[src/rtl/button_multi_press_decoder_unit_defines.svh]
// Assertion macros shared by the RTL of the button multi-press decoder.
// Each macro checks an implication on the rising clock edge, ignored in reset.
`ifndef BUTTON_MULTI_PRESS_DECODER_UNIT_DEFINES_SVH
`define BUTTON_MULTI_PRESS_DECODER_UNIT_DEFINES_SVH

`ifndef ASSERT_OFF
`define BMPD_ASSERT_SAME(label, clk, rst_n, ante, cons) \
  label: assert property (@(posedge clk) disable iff (!rst_n) (ante) |-> (cons)) \
    else $error("assertion failed: same-cycle implication");
`define BMPD_ASSERT_NEXT(label, clk, rst_n, ante, cons) \
  label: assert property (@(posedge clk) disable iff (!rst_n) (ante) |=> (cons)) \
    else $error("assertion failed: next-cycle implication");
`else
`define BMPD_ASSERT_SAME(label, clk, rst_n, ante, cons)
`define BMPD_ASSERT_NEXT(label, clk, rst_n, ante, cons)
`endif

`endif

[src/rtl/bmpd_pkg.sv]
package bmpd_pkg;

  localparam int TIME_BITS_DEF  = 32;
  localparam int COUNT_BITS_DEF = 8;

  localparam logic [15:0] DEBOUNCE_RESET = 16'd35;
  localparam logic [15:0] GAP_RESET      = 16'd500;

  localparam int SPECIAL_COUNT_A = 12;
  localparam int SPECIAL_COUNT_B = 20;

  localparam int CFG_IDX_BITS = 4;
  localparam logic [CFG_IDX_BITS-1:0] CFG_DEBOUNCE = 4'd0;
  localparam logic [CFG_IDX_BITS-1:0] CFG_MAX_GAP  = 4'd1;
  localparam logic [CFG_IDX_BITS-1:0] CFG_CUSTOM   = 4'd2;
  localparam logic [CFG_IDX_BITS-1:0] CFG_BYPASS   = 4'd3;

  localparam logic [1:0] DRIVE_NONE  = 2'd0;
  localparam logic [1:0] DRIVE_RAISE = 2'd1;
  localparam logic [1:0] DRIVE_LOWER = 2'd2;

  typedef struct packed {
    logic        button_level;
    logic [31:0] now_ms;
  } in_item_t;

  typedef struct packed {
    logic       activity;
    logic [1:0] drive_cmd;
    logic       action_valid;
    logic [7:0] action_index;
  } out_item_t;

  typedef struct packed {
    logic [15:0] settle_ms;
    logic [15:0] max_gap_ms;
    logic        custom_mode;
    logic        bypass_enable;
  } cfg_t;

endpackage

[src/rtl/bmpd_cfg.sv]
module bmpd_cfg
  import bmpd_pkg::*;
(
  input  logic                    clk,
  input  logic                    rst_n,
  input  logic                    cfg_valid,
  output logic                    cfg_ready,
  input  logic [CFG_IDX_BITS-1:0] cfg_index,
  input  logic [15:0]             cfg_data,
  output cfg_t                    cfg
);

  cfg_t cfg_r;
  cfg_t cfg_nxt;

  assign cfg_ready = 1'b1;
  assign cfg       = cfg_r;

  always_comb begin
    cfg_nxt = cfg_r;
    if (cfg_valid) begin
      unique case (cfg_index)
        CFG_DEBOUNCE: cfg_nxt.settle_ms     = cfg_data;
        CFG_MAX_GAP:  cfg_nxt.max_gap_ms    = cfg_data;
        CFG_CUSTOM:   cfg_nxt.custom_mode   = cfg_data[0];
        CFG_BYPASS:   cfg_nxt.bypass_enable = cfg_data[0];
        default:      cfg_nxt = cfg_r;
      endcase
    end
  end

  always_ff @(posedge clk) begin
    if (!rst_n) begin
      cfg_r.settle_ms     <= DEBOUNCE_RESET;
      cfg_r.max_gap_ms    <= GAP_RESET;
      cfg_r.custom_mode   <= 1'b0;
      cfg_r.bypass_enable <= 1'b0;
    end else begin
      cfg_r <= cfg_nxt;
    end
  end

endmodule

[src/rtl/bmpd_core.sv]
module bmpd_core
  import bmpd_pkg::*;
#(
  parameter int TIME_BITS  = TIME_BITS_DEF,
  parameter int COUNT_BITS = COUNT_BITS_DEF
) (
  input  logic      clk,
  input  logic      rst_n,
  input  logic      commit,
  input  in_item_t  item,
  input  cfg_t      cfg,
  output out_item_t result
);

  logic                  last_level_r, last_level_nxt;
  logic [TIME_BITS-1:0]  edge_time_r, edge_time_nxt;
  logic                  pending_r, pending_nxt;
  logic                  glitch_r, glitch_nxt;
  logic [COUNT_BITS-1:0] count_r, count_nxt;

  logic [TIME_BITS-1:0]  now;
  logic [TIME_BITS-1:0]  elapsed;
  logic [TIME_BITS-1:0]  elapsed_eff;
  logic [TIME_BITS-1:0]  debounce_ext;
  logic [TIME_BITS-1:0]  gap_ext;
  logic [COUNT_BITS-1:0] count_inc;
  logic [COUNT_BITS-1:0] idx;
  logic                  differ;
  logic                  glitch_hit;
  logic                  report_ok;

  assign now          = TIME_BITS'(item.now_ms);
  assign elapsed      = now - edge_time_r;
  assign debounce_ext = TIME_BITS'(cfg.settle_ms);
  assign gap_ext      = TIME_BITS'(cfg.max_gap_ms);
  assign differ       = item.button_level != last_level_r;
  assign glitch_hit   = pending_r && differ && (elapsed <= debounce_ext);
  // A fresh edge restarts the clock, so no press or timeout fires on that poll.
  assign elapsed_eff  = differ ? '0 : elapsed;
  assign count_inc    = (count_r == '1) ? count_r : count_r + COUNT_BITS'(1);
  assign idx          = count_r - COUNT_BITS'(1);
  assign report_ok    = cfg.custom_mode
                     || (count_r == COUNT_BITS'(SPECIAL_COUNT_A))
                     || (count_r == COUNT_BITS'(SPECIAL_COUNT_B));

  always_comb begin
    last_level_nxt = item.button_level;
    edge_time_nxt  = edge_time_r;
    pending_nxt    = pending_r;
    glitch_nxt     = glitch_r;
    count_nxt      = count_r;

    result.activity     = differ;
    result.drive_cmd    = DRIVE_NONE;
    result.action_valid = 1'b0;
    result.action_index = 8'd0;

    if (glitch_hit) begin
      pending_nxt = 1'b0;
      if (!cfg.bypass_enable) begin
        glitch_nxt     = 1'b0;
        count_nxt      = '0;
        last_level_nxt = last_level_r;
      end else begin
        glitch_nxt = 1'b1;
        count_nxt  = count_inc;
      end
    end else begin
      if (differ) begin
        edge_time_nxt = now;
        glitch_nxt    = 1'b0;
        pending_nxt   = 1'b1;
      end
      priority if (!glitch_nxt && pending_nxt && (elapsed_eff > debounce_ext)) begin
        pending_nxt = 1'b0;
        count_nxt   = count_inc;
        if (!cfg.custom_mode) begin
          result.drive_cmd = last_level_r ? DRIVE_RAISE : DRIVE_LOWER;
        end
      end else if ((count_r != '0) && (elapsed_eff > gap_ext)) begin
        if (report_ok) begin
          result.action_valid = 1'b1;
          result.action_index = (32'(idx) > 32'd255) ? 8'hFF : 8'(idx);
        end
        count_nxt = '0;
      end else begin
        count_nxt = count_r;
      end
    end
  end

  always_ff @(posedge clk) begin
    if (!rst_n) begin
      last_level_r <= 1'b0;
      edge_time_r  <= '0;
      pending_r    <= 1'b0;
      glitch_r     <= 1'b0;
      count_r      <= '0;
    end else if (commit) begin
      last_level_r <= last_level_nxt;
      edge_time_r  <= edge_time_nxt;
      pending_r    <= pending_nxt;
      glitch_r     <= glitch_nxt;
      count_r      <= count_nxt;
    end
  end

endmodule

[src/rtl/button_multi_press_decoder_unit.sv]
// Button multi-press decoder: each input beat is one poll of the button (level and a
// free-running millisecond time) and yields exactly one result beat, in order. A poll
// is captured in an input register, the debounce and press-count update runs in
// combinational logic, and the result lands in an output register, so the block takes
// one poll per cycle when the output is not stalled; a poll passes from the input
// register to the output register; two register stages, input port to output port.
// The only limit on the rate is the output stall: while the output register holds an
// untaken result, one more poll waits in the input register before in_stall rises.
// Configuration writes are always ready and take effect on the next cycle; write them
// only while no poll is in flight.
`include "button_multi_press_decoder_unit_defines.svh"

module button_multi_press_decoder_unit
  import bmpd_pkg::*;
#(
  parameter int TIME_BITS  = TIME_BITS_DEF,
  parameter int COUNT_BITS = COUNT_BITS_DEF
) (
  input  logic                    clk,
  input  logic                    rst_n,
  input  logic                    in_valid,
  output logic                    in_stall,
  input  in_item_t                in_data,
  output logic                    out_valid,
  input  logic                    out_stall,
  output out_item_t               out_data,
  input  logic                    cfg_valid,
  output logic                    cfg_ready,
  input  logic [CFG_IDX_BITS-1:0] cfg_index,
  input  logic [15:0]             cfg_data
);

  cfg_t      cfg;
  out_item_t core_result;
  logic      in_valid_r, in_valid_nxt;
  in_item_t  in_data_r;
  logic      out_valid_r, out_valid_nxt;
  out_item_t out_data_r;
  logic      advance;
  logic      commit;
  logic      out_drives;
  logic      settle_write;

  bmpd_cfg u_cfg (
    .clk       (clk),
    .rst_n     (rst_n),
    .cfg_valid (cfg_valid),
    .cfg_ready (cfg_ready),
    .cfg_index (cfg_index),
    .cfg_data  (cfg_data),
    .cfg       (cfg)
  );

  bmpd_core #(
    .TIME_BITS  (TIME_BITS),
    .COUNT_BITS (COUNT_BITS)
  ) u_core (
    .clk    (clk),
    .rst_n  (rst_n),
    .commit (commit),
    .item   (in_data_r),
    .cfg    (cfg),
    .result (core_result)
  );

  // The output register can load whenever it is empty or its beat is leaving.
  assign advance   = !out_valid_r || !out_stall;
  assign commit    = advance && in_valid_r;
  assign in_stall  = in_valid_r && !advance;
  assign out_valid = out_valid_r;
  assign out_data  = out_data_r;

  assign in_valid_nxt  = in_stall ? in_valid_r : in_valid;
  assign out_valid_nxt = advance ? in_valid_r : out_valid_r;

  always_ff @(posedge clk) begin
    if (!rst_n) begin
      in_valid_r  <= 1'b0;
      out_valid_r <= 1'b0;
    end else begin
      in_valid_r  <= in_valid_nxt;
      out_valid_r <= out_valid_nxt;
    end
  end

  always_ff @(posedge clk) begin
    if (in_valid && !in_stall) begin
      in_data_r <= in_data;
    end
    if (commit) begin
      out_data_r <= core_result;
    end
  end

  assign out_drives   = out_valid_r && (out_data_r.drive_cmd != DRIVE_NONE);
  assign settle_write = cfg_valid && (cfg_index == CFG_DEBOUNCE);

  `BMPD_ASSERT_NEXT(a_accept_fills_input, clk, rst_n, in_valid && !in_stall, in_valid_r)
  `BMPD_ASSERT_NEXT(a_commit_gives_result, clk, rst_n, commit, out_valid_r)
  `BMPD_ASSERT_SAME(a_drive_excludes_action, clk, rst_n, out_drives, !out_data_r.action_valid)
  `BMPD_ASSERT_NEXT(a_cfg_settle_write, clk, rst_n, settle_write, cfg.settle_ms == $past(cfg_data))

endmodule

[config.mk]
export PLATFORM = sky130hd
export DESIGN_NAME = button_multi_press_decoder_unit
export DESIGN_NICKNAME = d
export VERILOG_FILES = /design/src/rtl/bmpd_pkg.sv /design/src/rtl/bmpd_cfg.sv /design/src/rtl/bmpd_core.sv /design/src/rtl/button_multi_press_decoder_unit.sv
export VERILOG_INCLUDE_DIRS = /design/src /design/src/rtl
export SDC_FILE = /design/constraint.sdc
export NUM_CORES = 1
export LEC_CHECK = 0
export BUFFER_PORTS_ARGS = -buffer_cell sky130_fd_sc_hd__clkbuf_2
export CAP_MARGIN = 20
export CORE_MARGIN = 8
export CORE_UTILIZATION = 40
export CTS_BUF_LIST = sky130_fd_sc_hd__clkbuf_8
export DETAILED_ROUTE_END_ITERATION = 7
export HOLD_SLACK_MARGIN = 0.06
export SLEW_MARGIN = 20
export SYNTH_ARGS = -nofsm -noshare
export SYNTH_HDL_FRONTEND = slang
export SYNTH_HIERARCHICAL = 1
export SYNTH_SLANG_ARGS = --single-unit
export TNS_END_PERCENT = 30
[constraint.sdc]
create_clock -name clk -period 8.33 [get_ports clk]
set_input_delay 0 -clock clk [delete_from_list [all_inputs] [get_ports clk]]
set_output_delay 0 -clock clk [all_outputs]
set_load 0.005 [all_outputs]
# ---- Word level (Yosys, flattened, before mapping)
# Index checks and enable logic that the tools add are counted.
dict set report word_totals {
  register_bits 124
  input_bits 58
  output_inout_bits 15
  elab_cells 82
}
dict set report op_classes {
  add_sub_neg 3
  n_lt_le_gt_ge 3
  n_eq_ne 8
  n_mux 18
  n_bitwise 4
  reduce_logical 29
}
# cell count
set op_table {}
lappend op_table {{$gt 32x16->1} 2}
lappend op_table {{$mux 8} 5}
lappend op_table {{$le 32x16->1} 1}
lappend op_table {{$mux 32} 1}
lappend op_table {{$sub 32x32->32} 1}
lappend op_table {{$reduce_and 2->1} 6}
lappend op_table {{$mux 1} 10}
lappend op_table {{$mux 9} 1}
lappend op_table {{$add 8x1->8 const B} 1}
lappend op_table {{$eq 4x2->1 const B} 2}
lappend op_table {{$eq 8x4->1 const B} 1}
lappend op_table {{$eq 8x5->1 const B} 1}
lappend op_table {{$eq 8x8->1 const B} 1}
lappend op_table {{$logic_and 1x1->1} 8}
lappend op_table {{$reduce_bool 8->1} 1}
lappend op_table {{$sub 8x1->8 const B} 1}
lappend op_table {{$reduce_or 3->1} 2}
lappend op_table {{$logic_not 1->1} 5}
lappend op_table {{$eq 4x1->1 const B} 1}
lappend op_table {{$logic_not 4->1} 1}
lappend op_table {{$not 1->1} 4}
lappend op_table {{$reduce_or 4->1} 1}
lappend op_table {{$logic_or 1x1->1} 3}
lappend op_table {{$reduce_and 3->1} 1}
lappend op_table {{other kinds (4)} 4}

# ---- Logic depth before layout (Yosys ltp)
# Gate-level depths: netlist (run 1).
dict set report depth {
  ltp_word 9
  ltp_mapped 22
  mapped_depth_nobuf 21
}

# ---- By module
# The synthesis (run 1) kept the hierarchy.
# module n_inst cells_each area_per_inst_um2 seq_area_each_um2
set modules_own_cells {}
lappend modules_own_cells {bmpd_core 1 828 6010.8 860.8}
lappend modules_own_cells {button_multi_press_decoder_unit 1 53 1435.1 1391.3}
lappend modules_own_cells {bmpd_cfg 1 146 1400.1 680.7}

# ---- Least setup slack after synthesis (run 1)
# Ideal clock, no wire load.
dict set report synth_path {
  path_type {register to register}
  startpoint {reg in_data_r[4] (netlist name)}
  endpoint {reg out_data_r, in the netlist out_data[3] (data pin)}
  setup_time_ps 136
  arrival_ps 4158
  required_time_ps 8194
  setup_slack_ps 4036
  stages_incl_launch_ff 20
  n_path_buf 1
  period_less_slack_ps 4294
  cell_sequence {edfxtp_1 > ha_1 > a21o_1 > a31o_2 > o2111ai_1 > and2_1 > nor2_1 > a31o_2 > xor2_1 > and2_1 > ha_1 > and4_1 > nand3_1 > or4_4 > o21ai_0 > or2_1 > o211ai_2 > or3_1 > buf_6 > nor2_2}
}
dict set report synth_between {
  elab_chain_len 6
  word_cells_on_any_way 10
  classes_between {add/sub (1); order compare (3); mux (1); bitwise (1); reduce/logical (4)}
}
# item line_no
set synth_rtl {}
lappend synth_rtl {{from (decl)} button_multi_press_decoder_unit.sv:36} ;# in_item_t in_data_r;
lappend synth_rtl {{from (signal assigned)} button_multi_press_decoder_unit.sv:88} ;# in_data_r <= in_data;
lappend synth_rtl {{$sub 32x32->32 *} bmpd_core.sv:33} ;# assign elapsed = now - edge_time_r;
lappend synth_rtl {{$mux 32} bmpd_core.sv:39} ;# assign elapsed_eff = differ ? '0 : elapsed;
lappend synth_rtl {{$gt 32x16->1} bmpd_core.sv:80} ;# end else if ((count_r != '0) && (elapsed_eff > gap_ext)) begin
lappend synth_rtl {{$logic_and 1x1->1} bmpd_core.sv:80}
lappend synth_rtl {{$not 1->1 (no source line)} -}
lappend synth_rtl {{$reduce_or 4->1 (no source line) *} -}
lappend synth_rtl {{to (signal assigned)} button_multi_press_decoder_unit.sv:91} ;# out_data_r <= core_result;
lappend synth_rtl {{to (decl)} button_multi_press_decoder_unit.sv:38} ;# out_item_t out_data_r;
# Every way passes the cells marked *; elsewhere a longest branch is shown, timed or not.
# A chain may end at the register's enable or synchronous reset.

# ---- Worst setup path in the final report (run 1)
dict set report layout_path {
  startpoint {reg in_data_r[0] (netlist name)}
  endpoint {reg out_data_r, in the netlist out_data[2] (data pin)}
}
# The elaborated chain is that of the path after synthesis.

==> impl_metrics.tcl, run 1 <==
set metrics [dict create \
    max_freq_mhz 200 \
    cts_root_buffer "clkbuf_8" \
    post_cts_resized 0 \
    cp-start-kind "flip-flop" \
    dp_hpwl_mm 16.4 \
    initial_utilization 0.407 \
    synth_nets 1163 \
    finalClockSkew_ns 0.0130 \
    ant_nets 0 \
    cts.sinks 124 \
    worstPathCellList "inv_1, ha_1, fa_1, and2b_4, o2111ai_2, a21oi_2, nor3_1, xnor2_1, ha_1, or3_1, o21ai_0, a21oi_1, a31o_2, o2bb2ai_1, nand4b_4, o211ai_2, or3_1, nor2_2" \
    r2r_cells 18 \
    synthXorXnorAreaFrac 0.0267 \
    grt_usage 0.170 \
    cp_num_buf_inv 1 \
    outcome "completed" \
    cts_buffers 17 \
    dr.pass1.iters 5 \
    timing.rr.end "out_data[2]" \
    die_x_um 165 \
    worst_hold_path.num_cells 3 \
    drive_gt1_frac 0.135 \
    synth_compound_area_frac 0.215 \
    setup-violations-final 0 \
    std_cell_rows 54 \
    vias 7792 \
    routed_wl_mm 22.9 \
    async_flop_share 0 \
    whs_ns 0.231 \
    yosys.area_share.simple 0.208 \
    rsz0062_at_grt "no" \
    syn_to_final_growth_pct 17.1 \
    reg2reg_from "in_data_r[0]" \
    place_area_mm2 0.00933 \
    critical_path.max_fanout 36 \
    synth_cells 1027 \
    power.density_mw_per_mm2 159 \
    max_stage_delay_ns 0.59 \
    antenna_cells 0 \
    yosys.area_share.adder 0.111 \
    critPathTopFamily "simple AND/OR/NAND/NOR gates" \
    ys_ff_latch 124 \
    synth_edf_count 45 \
    finalNonFillerCells 1425 \
    leakage_uw 0.00410 \
    final_common_cell "a21oi_1" \
    synth_top_area_cell "dfxtp_1" \
    crit_arrival_ns 5.20 \
    globalplace.congestion 0.886 \
    postCtsSetupBuffers 0 \
    period_needed_ns 5.00 \
    htreeDepth 4 \
    layout.nets 1268 \
    synth_seq_area_share 0.332 \
    worstSetupPathType "reg -> reg" \
    clkTransAtPathRegs_ns 0.08 \
    clk_latency_ns 0.46 \
    rrSetupSlack_ns 3.33 \
    fp.dieArea_mm2 0.0271 \
    hold-path-endpoint "u_cfg/cfg[9]" \
    grt_pass1_wl_mm 37.2 \
    worstMarginPinSlew_ns 0.944 \
    synth.area.top_cells "dfxtp_1 (18%), edfxtp_1 (15%), ha_1 (11%), a21oi_1 (6.1%), mux2i_1 (3.7%)" \
    io_pins 73 \
    slew_violations 0 \
    vias_per_cell 5.47 \
    crit_required_ns 8.53 \
    most-common-layout-cells "a21oi_1 (108), nand2_1 (86), inv_1 (82)" \
    fp.coreArea_mm2 0.0218 \
    grt_pass1_vias 7375 \
    die_h_um 165 \
    maxCapViolations 0 \
    cp_slowest_cell "nand4b_4" \
    grt_start_max_net_pins 91 \
    min_from "rst_n" \
    dpl.cell_count 1330 \
    end_kind "flip-flop" \
    ir_worst_vdd_mv 0.0836 \
    synth_cell_types 94 \
    period_share 0.600 \
    wl_per_cell_um 16.1 \
    report.final.hold_viol_count 0 \
    ys_warn_count 6 \
    synth_top_family_by_area "compound AO/OA/AOI/OAI gates" \
    tns_ns 0 \
    netlist.area_leader.share 0.179 \
    muxShareOfSynthArea 0.0399 \
    overflow 0 \
    syn_area_per_cell_um2 8.61 \
    cts_tree "built" \
    cts_hold_buf 62 \
    cts_buffer_depth 2 \
    synth-main-ff-cell "dfxtp_1" \
    drc 0 \
    slew_headroom 0.371 \
    dr.first_iter.drc_count 557 \
    io_buffer_count 71 \
    antenna_found_initial 0 \
    min_path_type "in -> reg" \
    postLayoutCellArea_mm2 0.0104 \
    synth_area_mm2 0.00885 \
]
==> stage by stage <==
| step | total power (uW) | utilization | worst slack [ns] |
|---|---|---|---|
| floorplan | 996 | - | 4.04 |
| global placement | 1100 | 0.429 | 3.00 |
| detailed placement | 1110 | 0.429 | 2.87 |
| CTS | 1660 | 0.474 | 2.84 |
| global route | 1740 | 0.476 | 2.96 |
| finish | 1650 | 0.476 | 3.33 |
==> report_power, final <==
group / switching (uW) / leakage [uW] / internal (uW)
registers: 12.8 / 0.00108 / 652
clock network: 281 / 0.000188 / 240
logic: 265 / 0.00283 / 195
total: 558 / 0.00410 / 1090
==> tightest hold or removal path, stage by stage <==
cell and delay (ns):
clkbuf_2 0.08, buf_4 0.35, o211ai_1 0.18
==> Yosys cell counts, drive strengths merged (13+ instances only) <==
cell	instances
a21o	14
a21oi	115
and2	22
buf	23
clkbuf	31
dfxtp	79
edfxtp	45
ha	77
inv	84
mux2i	33
nand2	87
nand3	28
nand4	19
nor2	46
nor2b	42
nor3	25
o211ai	22
o21a	13
o21ai	38
xnor2	16
==> final cells by class <==
| class | instances | area, um^2 |
|---|---|---|
| multi-input cells | 765 | 5340 |
| fillers | 2116 | 11400 |
| well taps | 280 | 350 |
| flip-flops and latches | 124 | 2930 |
| inverters | 84 | 315 |
| repair buffers | 140 | 1050 |
| clock inverters | 15 | 139 |
| clock buffers | 17 | 234 |
==> registers in the layout, indices dropped and copies added (netlist names) <==
name / cells
in_data_r: 33
in_valid_r: 1
out_data: 12
out_valid: 1
u_cfg/cfg: 34
u_core/count_r: 8
u_core/edge_time_r: 32
u_core/glitch_r: 1
u_core/last_level_r: 1
u_core/pending_r: 1
==> kinds of logic (layout without fill, tap and decap cells) <==
| logic type | Yosys count | after routing |
|---|---|---|
| and+or+nand+nor | 337 | 337 |
| buffers and inverters | 138 | 256 |
| DFF | 124 | 124 |
| adders and majority gates | 78 | 78 |
| xor gates and xnor gates | 27 | 27 |
| other | 1 | 1 |
| AOI/OAI and AO/OA | 287 | 287 |
| muxes | 35 | 35 |
==> worst max-delay path by stage <==
stage,from,to,cells past startpoint
6_report,in_data_r[0],out_data[2],18
2_1_floorplan,in_data_r[4],out_data[3],19
3_3_place_gp,in_data_r[0],out_data[3],18
5_1_grt,in_data_r[0],out_data[4],18
4_1_cts,in_data_r[0],out_data[2],18
3_5_place_dp,in_data_r[0],out_data[2],18
==> per-layer routing <==
| layer | wire (um) | global-route usage | vias up |
|---|---|---|---|
| li1 | - | - | 3945 |
| met1 | 11100 | 0.228 | 3653 |
| met3 | 960 | 0.0247 | 16 |
| met2 | 10500 | 0.275 | 178 |
| met4 | 305 | 0.0569 | 0 |
| met5 | 0 | 0 | - |
No activity file was read; power rests on OpenSTA's default activity.
==> run 2, diff against run 1 <==
--- a/config.mk
+++ b/config.mk
@@ -6,6 +6,7 @@
 export SDC_FILE = /design/constraint.sdc
 export NUM_CORES = 1
 export LEC_CHECK = 0
+export ABC_AREA = 1
 export BUFFER_PORTS_ARGS = -buffer_cell sky130_fd_sc_hd__clkbuf_2
 export CAP_MARGIN = 20
 export CORE_MARGIN = 8
==> constraint.sdc (replaced) <==
create_clock -name clk -period 4.3 [get_ports clk]
set_input_delay 0 -clock clk [delete_from_list [all_inputs] [get_ports clk]]
set_output_delay 0 -clock clk [all_outputs]
set_load 0.005 [all_outputs]
==> impl_metrics.tcl, run 2 <==
set metrics [dict create \
    preCtsSetupSlack_ns 0.184 \
    worstPathCellList "inv_1, ha_1, fa_1, inv_1, nand2_1, nand3_1, nand2_1, nand2_1, xor2_1, inv_1, nor2_1, ha_1, nand4_1, nor2_1, nand2_1, a21oi_1, nand2_1, nor3_1, nand2_1, nand3_4, nand2_4, nor3_2, o21a_1" \
    cp_num_cells 23 \
    syn_area_per_cell_um2 6.72 \
    cts_root_buffer "clkbuf_8" \
    clk_latency_ns 0.45 \
    critPathTopFamily "simple AND/OR/NAND/NOR gates" \
    r2r_cells 23 \
    rsz0062_at_grt "no" \
    ant_nets 0 \
    leakage_uw 0.00553 \
    grt_pass1_wl_mm 39.4 \
    clkTransAtPathRegs_ns 0.07 \
    vias_per_cell 4.79 \
    cp-start-kind "flip-flop" \
    netlist_top_cells_count "nand2_1 (385), inv_1 (285), nor2_1 (114), dfxtp_1 (79)" \
    vias 8605 \
    ys_ff_latch 124 \
    multi_input_area_mm2 0.00500 \
    cts_tree "built" \
    die_h_um 168 \
    wl_per_cell_um 13.2 \
    rrSetupSlack_ns 0.32 \
    setup-violations-final 0 \
    overflow 0 \
    syn_to_final_growth_pct 17.1 \
    netlist.area_leader.share 0.172 \
    period_needed_ns 3.98 \
    synth_area_mm2 0.00922 \
    crit_start "in_data_r[0]" \
    grt_usage 0.171 \
    slew_violations 0 \
    fp.coreArea_mm2 0.0226 \
    critical_path.max_fanout 15 \
    postCtsSetupBuffers 0 \
    cp_slowest_cell "fa_1" \
    cp_num_buf_inv 3 \
    layout.nets 1634 \
    use_met3 0.0292 \
    finalClockSkew_ns 0.0115 \
    synth_top_area_cell "dfxtp_1" \
    grt_pass1_vias 8107 \
    io_buffer_count 71 \
    end_kind "flip-flop" \
    grt_use_met1 0.230 \
    antenna_cells 0 \
    ys_warn_count 6 \
    min_path_type "in -> reg" \
    globalplace.congestion 0.953 \
    std_cell_rows 55 \
    tns_ns 0 \
    dp_hpwl_mm 18.4 \
    report.final.hold_viol_count 0 \
    slew_headroom 0.359 \
    htreeDepth 4 \
    crit_required_ns 4.61 \
    dr.first_iter.drc_count 585 \
    met2_usage 0.275 \
    timing.rr.end "out_data[3]" \
    register_area_mm2 0.00293 \
    drive_gt1_frac 0.0973 \
    worstMarginPinSlew_ns 0.955 \
    cts_buffer_depth 2 \
    nFillCells 2307 \
    cts_buffers 17 \
    io_pins 73 \
    dr.pass1.iters 5 \
    power.density_mw_per_mm2 317 \
    drc 0 \
    routed_wl_mm 23.7 \
    ir_worst_vdd_mv 0.214 \
    synth_seq_area_share 0.318 \
    largest_reg_flops 34 \
    synth_cells 1372 \
    crit_arrival_ns 4.29 \
    setup_slack_ns 0.325 \
    critPathCapture "out_data[3]" \
    maxCapViolations 0 \
    synth_most_common_cell "nand2_1" \
    max_stage_delay_ns 0.40 \
    grt_start_max_net_pins 44 \
    die_x_um 168 \
    busiest_layer "met2" \
    worstSetupPathType "reg -> reg" \
    async_flop_share 0 \
    final_common_cell "nand2_1" \
    period_share 0.924 \
    most-common-layout-cells "nand2_1 (385), inv_1 (288), nor2_1 (114)" \
    cpMostUsedCell "nand2_1" \
    max_freq_mhz 252 \
    synth-main-ff-cell "dfxtp_1" \
    reg2reg_from "in_data_r[0]" \
    synth.area.top_cells "dfxtp_1 (17%), nand2_1 (16%), edfxtp_1 (15%), inv_1 (12%), ha_1 (10%)" \
    initial_utilization 0.407 \
    antenna_found_initial 0 \
    fp.dieArea_mm2 0.0282 \
    synth_cell_types 47 \
    synth_nets 1508 \
    outcome "completed" \
    cts.sinks 124 \
    synth_edf_count 45 \
]
[run 2: repair_timing]
action / CTS / global route
endpoints found under the hold margin: 69 / 0
resized for setup: 0 / 5
endpoints found under the setup margin: 0 / 40
hold buffers: 62 / 0
[run 2: layer usage]
layer / share of wire / vias to the layer above
met5: 0 / -
met4: 0.016 / 0
met3: 0.039 / 26
met2: 0.45 / 161
met1: 0.50 / 3830
li1: - / 4588
[run 2: cells by family (layout without fill, tap and decap cells)]
kind of cell,after synthesis,in the layout,share of synthesized area
XOR/XNOR,22,22,0.0217
flip-flops,124,124,0.318
other,1,1,0.000407
AO/OA/AOI/OAI,137,137,0.0794
adder cells (fa/ha/maj),78,78,0.107
AND/OR/NAND/NOR,689,689,0.333
buffers and inverters,321,460,0.141
[run 2: how the worst min path moves through the flow]
stage	endpoint	startpoint	cells past startpoint	slack, ns
final	u_cfg/cfg[23]	cfg_index[2]	5	0.19
after global routing	u_cfg/cfg[23]	cfg_index[2]	5	0.19
after CTS	u_cfg/cfg[23]	cfg_index[2]	5	0.13
after detailed placement	in_data_r[31]	in_data[31]	1	0.18
after global placement	in_data_r[16]	in_data[16]	1	0.18
after floorplan	in_data_r[0]	in_data[0]	0	0.1
[run 2: layout make-up]
class,count,area share
Multi-Input combinational cell,927,0.464
Sequential cell,124,0.272
Inverter,288,0.100
Timing Repair Buffer,140,0.0960
Tap cell,285,0.0330
Clock buffer,18,0.0230
Clock inverter,14,0.0126
[run 2: stage by stage]
step	area (um^2)	std cells	power (uW)	utilization	hold slack [ns]
after floorplan	9220	1372	2100	-	0.0989
after global placement	9770	1702	2350	0.431	0.177
after detailed placement	9770	1702	2360	0.431	0.179
after CTS	10800	1796	3450	0.476	0.130
after global routing	10800	1796	3680	0.477	0.191
final	10800	1796	3420	0.477	0.191
[run 2: worst min-delay path, stage by stage]
cell	delay, ns
clkbuf_2	0.08
nor2_2	0.03
buf_4	0.25
nand4_1	0.14
nand3_1	0.08
[run 2: report_power, final]
group | switching, uW | total (uW) | internal [uW]
combinational | 690 | 1090 | 397
sequential | 27.5 | 1300 | 1270
clock | 466 | 1040 | 570
==> run 3, diff against run 2 <==
--- a/config.mk
+++ b/config.mk
@@ -13,10 +13,10 @@
 export CORE_UTILIZATION = 40
 export CTS_BUF_LIST = sky130_fd_sc_hd__clkbuf_8
 export DETAILED_ROUTE_END_ITERATION = 7
+export GPL_TIMING_DRIVEN = 1
 export HOLD_SLACK_MARGIN = 0.06
 export SLEW_MARGIN = 20
 export SYNTH_ARGS = -nofsm -noshare
 export SYNTH_HDL_FRONTEND = slang
 export SYNTH_HIERARCHICAL = 1
 export SYNTH_SLANG_ARGS = --single-unit
-export TNS_END_PERCENT = 30
==> constraint.sdc (replaced) <==
create_clock -name clk -period 4.3 [get_ports clk]
set_input_delay 0.215 -clock clk [delete_from_list [all_inputs] [get_ports clk]]
set_output_delay 0.215 -clock clk [all_outputs]
set_load 0.005 [all_outputs]
==> impl_metrics.tcl, run 3 (synthesized netlist as in run 2, its figures left out) <==
set metrics [dict create \
    outcome "completed" \
    rsz0062_at_grt "no" \
    cts_tree "built" \
    ir_worst_vdd_mv 0.213 \
    preCtsSetupSlack_ns 0.184 \
    clk_latency_ns 0.44 \
    drc 0 \
    worstSetupPathType "reg -> reg" \
    report.final.hold_viol_count 0 \
    routed_wl_mm 23.5 \
    drive_gt1_frac 0.0985 \
    max_freq_mhz 251 \
    cts_buffer_depth 2 \
    period_share 0.925 \
    clkTransAtPathRegs_ns 0.07 \
    overflow 0 \
    busiest_layer "met2" \
    use_met3 0.0292 \
    cts.sinks 124 \
    grt_usage 0.170 \
    io_buffer_count 71 \
    period_needed_ns 3.98 \
    die_x_um 168 \
    syn_to_final_growth_pct 15.1 \
    final_common_cell "nand2_1" \
    antenna_found_initial 0 \
    critical_path.max_fanout 15 \
    cts_buffers 17 \
    cts_root_buffer "clkbuf_8" \
    dr.first_iter.drc_count 592 \
    slew_violations 0 \
    r2r_cells 23 \
    fp.coreArea_mm2 0.0226 \
    dp_hpwl_mm 18.4 \
    timing.rr.end "out_data[3]" \
    reg2reg_from "in_data_r[0]" \
    io_pins 73 \
    vias_per_cell 4.81 \
    crit_required_ns 4.61 \
    finalClockSkew_ns 0.0116 \
    rrSetupSlack_ns 0.32 \
    grt_use_met1 0.228 \
    grt_start_max_net_pins 44 \
    std_cell_rows 55 \
    die_h_um 168 \
    grt_pass1_vias 8038 \
    slew_headroom 0.359 \
    worstMarginPinSlew_ns 0.955 \
    maxCapViolations 0 \
    min_path_type "in -> reg" \
    end_kind "flip-flop" \
    met2_usage 0.274 \
    htreeDepth 4 \
    layout.nets 1616 \
    setup_slack_ns 0.320 \
    dr.pass1.iters 5 \
    crit_arrival_ns 4.29 \
    cp-start-kind "flip-flop" \
    worst_hold_path.num_cells 5 \
    crit_start "in_data_r[0]" \
    antenna_cells 0 \
    wl_per_cell_um 13.2 \
    vias 8558 \
    globalplace.congestion 0.953 \
    leakage_uw 0.00547 \
    initial_utilization 0.407 \
    largest_reg_flops 34 \
    critPathCapture "out_data[3]" \
    fp.dieArea_mm2 0.0282 \
    grt_pass1_wl_mm 39.2 \
    setup-violations-final 0 \
    most-common-layout-cells "nand2_1 (385), inv_1 (288), nor2_1 (114)" \
    power.density_mw_per_mm2 321 \
    tns_ns 0 \
    ant_nets 0 \
]
run 3: cell count changes in the layout (fill, tap and decap cells not counted):
cell,delta
dlygate4sd3_1,-18
run 3: per-layer routing:
metal,part of all wire,up-vias,routed length [um]
li1,-,4555,-
met1,0.49,3805,11500
met2,0.45,176,10600
met3,0.043,22,1020
met4,0.014,0,337
met5,0,-,0
run 3: per-stage QoR:
stage,total power (uW),instance area (um^2),cells,hold slack [ns],utilization
finish,3410,10600,1778,0.132,0.469
CTS,3440,10600,1778,0.0872,0.468
global placement,2350,9770,1702,0.392,0.431
global route,3670,10600,1778,0.142,0.469
floorplan,2100,9220,1372,0.314,-
detailed placement,2360,9770,1702,0.394,0.431
run 3: worst max-delay path: stages, from the launching register on:
cell,delay [ns]
edfxtp_1,0.34
inv_1,0.05
ha_1,0.23
fa_1,0.40
inv_1,0.13
nand2_1,0.07
nand3_1,0.17
nand2_1,0.07
nand2_1,0.15
xor2_1,0.33
inv_1,0.08
nor2_1,0.20
ha_1,0.18
nand4_1,0.13
nor2_1,0.11
nand2_1,0.05
a21oi_1,0.15
nand2_1,0.07
nor3_1,0.20
nand2_1,0.13
nand3_4,0.14
nand2_4,0.13
nor3_2,0.18
o21a_1,0.14
run 3: timing repair:
item,CTS,global route
buffers inserted,0,0
setup endpoints to repair,0,40
hold buffers,44,0
gates resized for setup,0,5
hold endpoints to repair,44,0
run 3: worst min-delay path by stage:
| stage | to | start |
|---|---|---|
| after floorplan | in_data_r[0] | in_data[0] |
| after global placement | in_data_r[16] | in_data[16] |
| after detailed placement | in_data_r[31] | in_data[31] |
| after CTS | u_cfg/cfg[21] | cfg_data[3] |
| after global routing | u_cfg/cfg[30] | cfg_data[12] |
| final | u_cfg/cfg[13] | cfg_data[11] |
run 3: final cells by class:
type,count,area (um^2)
Multi-Input combinational cell,927,5000
Tap cell,285,357
Timing Repair Buffer,122,856
Sequential cell,124,2930
Clock inverter,14,136
Clock buffer,18,248
Inverter,288,1080
Fill cell,2325,12000
run 3: power breakdown:
part	total, uW	switching [uW]	leakage [uW]	internal (uW)
clock	1030	462	0.000210	570
combinational	1080	687	0.00418	390
sequential	1300	27.4	0.00108	1270
